[src/sv/bfpa_ram.sv]
`timescale 1ns / 1ps
module bfpa_ram #(
    parameter int WIDTH = 8,
    parameter int DEPTH = 16
) (
    input  logic                     clk,
    input  logic                     wr_en,
    input  logic [$clog2(DEPTH)-1:0] wr_addr,
    input  logic [WIDTH-1:0]         wr_data,
    input  logic [$clog2(DEPTH)-1:0] rd_addr,
    output logic [WIDTH-1:0]         rd_data
);
    logic [WIDTH-1:0] mem [DEPTH];

    always_ff @(posedge clk)
    begin
        if (wr_en)
        begin
            mem[wr_addr] <= wr_data;
        end
        rd_data <= mem[rd_addr];
    end
endmodule
[config.mk]
export PLATFORM = sky130hd
export DESIGN_NAME = bfpa_ram
export DESIGN_NICKNAME = d
export VERILOG_FILES = /design/src/sv/bfpa_ram.sv
export SDC_FILE = /design/constraint.sdc
export NUM_CORES = 1
export LEC_CHECK = 0
export BUFFER_PORTS_ARGS = -buffer_cell sky130_fd_sc_hd__buf_2
export CORE_MARGIN = 4
export CORE_UTILIZATION = 45
export DETAILED_ROUTE_END_ITERATION = 7
export GPL_TIMING_DRIVEN = 0
export SETUP_SLACK_MARGIN = 0.2
export SYNTH_ARGS = -nofsm -noshare
export SYNTH_HDL_FRONTEND = slang
export SYNTH_SLANG_ARGS = --single-unit
[constraint.sdc]
create_clock -name clk -period 2.2 [get_ports clk]
set_clock_uncertainty 0.2 [all_clocks]
set_input_delay 0.11 -clock clk [delete_from_list [all_inputs] [get_ports clk]]
set_output_delay 0.11 -clock clk [all_outputs]
set_load 0.01 [all_outputs]
==> flow_summary.yaml <==
outcome:
  status: "finished, final reports clean"
timing:
  rsz0062_at_grt: "no"
  finalCriticalPeriod_ns: 1.924
  finalMaxSlewViolations: 0
  fin_crit_sh_pct: 87.44
  setup-tns-final_ns: 0
  max_freq_ghz: 0.5198
  slew_headroom_pct: 15.16
  hold_violations: 0
  fin_ws_ns: 0.2763
  setup_viol_count_final: 0
  tightest_slew_ns: 1.263
placement:
  preCtsSetupSlack_ns: -0.1471
  place_inst: 393
  gp_congestion: 0.7054
  hpwlAfterDp_um: 6208
  portBuffers: 24
clock_network:
  clk-insertion-delay-late_ns: 0.41
  path_clk_slew_ns: 0.06
  cts_setup_buffers: 0
  clock_sinks: 136
  h-tree-depth: 4
  root_buffer: "clkbuf_16"
  cts_tree: "built"
  clockBufferDepth: 2
  numCtsBuffers: 17
synthesis:
  synth_top_cells_by_area: "edfxtp_1 75%, mux4_2 7.9%, mux4_1 7.1%, dfxtp_1 3.1%, a22oi_1 2.3%"
  syn-cell-area_um2: 5147
  synth_largest_area_cell: "edfxtp_1"
  synth.avg_cell_area_um2: 22.48
  syn_inst: 229
  yosys.cell_types.count: 19
  ys_warn_count: 0
  synth_nets: 247
  synth_seq_area_share_pct: 77.78
  synth_top_area_share_pct: 74.67
  ys_ff_latch: 136
final_layout:
  final_cells: 435
  fin_nets: 300
  drive_gt1_share_pct: 28.47
  n_antenna_cell: 0
  syn2layout_area_growth_pct: 20.54
drt:
  drt_iter0_markers: 156
  antenna_left: 0
  vias: 2359
  drc: 0
  via_per_inst: 5.423
  drt_wl_total_um: 9860
  wl_per_cell_um: 22.67
  firstDrtPassIters: 4
power:
  peakVddDrop_mv: 0.5349
  leakagePower_uw: 0.002095
  fin_total_pwr_uw: 6307
  powerDensity_nw_per_um2: 1017
worst_setup_path:
  crit_chain: "dlygate4sd3_1 -> buf_6 -> buf_4 -> mux4_2 -> a22oi_1 -> nand2_1"
  crit_type: "primary input to register"
  cp_max_fo: 10
  cp_top_family: "buffers and inverters"
  cp_num_buf_inv: 3
  cp_slowest_stage_delay_ns: 0.56
  worst-endpoint-arrival_ns: 2.01
  start_kind: "primary input"
  required_ns: 2.28
  worstSetupEndpointType: "register"
  crit_slowest_cell: "dlygate4sd3_1"
die:
  ioPinCount: 26
  core_um2: 11030
  start_util_pct: 46.67
  die_h_um: 115.0
  fp.dieW_um: 115.0
  die_area_um2: 13210
  rows: 38
hold_path:
  hp-class: "primary input to register"
global_routing:
  grt_pass1_vias: 2526
  grt_overflow: 0
  track_usage_pct: 16.28
  grt_max_degree: 17
  grt_antenna_before_repair: 0
  grt_pass1_wl_um: 14990
job:
  drv_cap: 0
worst paths after layout:
kind                             from                   to  slack (ns)  cells after the start
setup / recovery           rd_addr[0]   rd_data[3]$_DFF_P_        0.28                      6
hold / removal             wr_addr[0]  mem[4][0]$_DFFE_PP_        0.06                      2
setup reg to reg  mem[0][4]$_DFFE_PP_   rd_data[4]$_DFF_P_        0.59                      3
hold reg to reg   mem[8][1]$_DFFE_PP_   rd_data[1]$_DFF_P_        0.47                      3
registers in the layout, indices dropped and copies added (netlist names):
name and flops:
rd_data 8, mem 128
layer usage:
layer	vias to the layer above	share of wire (%)	track usage (%)
met5	-	0	0
met4	0	1.7	7.121
met3	10	7.5	3.842
met2	90	49	25.12
met1	1183	42	22.34
li1	1076	-	-
area by class of cell:
class                      instances  area (µm²)
multi-input combinational         83        1062
sequential                       136        4004
buffer                            10       86.33
tap                              140       175.2
clock buffer                      21       460.4
fill                             809        4826
clock inverter                    11       196.4
timing repair buffer              34       220.2
what timing repair did:
item                       4_1_cts  5_1_grt
setup endpoints to repair        0        1
hold buffers                    10        0
resized for setup                0        1
hold endpoints to repair       129        0
power breakdown:
group	internal, µW	switching, µW	total (µW)
Combinational	127	166	293
Clock	2080	1030	3100
Sequential	2900	12.9	2910
Total	5100	1210	6310
cells by family after synthesis:
kind of cell,after synthesis,share of synthesized area (%)
AO/OA/AOI/OAI,16,2.334
AND/OR/NAND/NOR,35,3.184
multiplexers,32,15.02
buffers and inverters,10,1.677
flip-flops,136,77.78
layout by cell type, fill, tap and decap left out, types with 5 or more instances in the layout:
cell / netlist / routed
mux4_2: 18 / 18
buf_2: 3 / 27
dfxtp_1: 8 / 8
a22oi_1: 16 / 15
clkbuf_16: 0 / 17
mux4_1: 14 / 14
nor2_1: 13 / 13
dlygate4sd3_1: 0 / 10
edfxtp_1: 128 / 128
bufinv_16: 0 / 5
nand2_1: 9 / 9
synth_stat cells, drive strengths merged:
| master | number |
|---|---|
| nand3 | 1 |
| nand2b | 2 |
| or3b | 1 |
| nand2 | 9 |
| nor2 | 13 |
| and2b | 1 |
| dfxtp | 8 |
| clkdlybuf4s25 | 3 |
| buf | 7 |
| and2 | 1 |
| edfxtp | 128 |
| a22oi | 16 |
| nand3b | 2 |
| nor3 | 4 |
| nor2b | 1 |
| mux4 | 32 |
metrics by stage:
stage,instance area (µm²),hold slack [ns],util (%)
floorplan,5147,0.008869,-
global route,6205,0.08958,56.25
global placement,5443,0.3045,49.34
finish,6205,0.06022,56.25
CTS,6200,0.06141,56.20
detailed placement,5443,0.3038,49.34
Note: power is estimated with default switching activity, not from simulation.
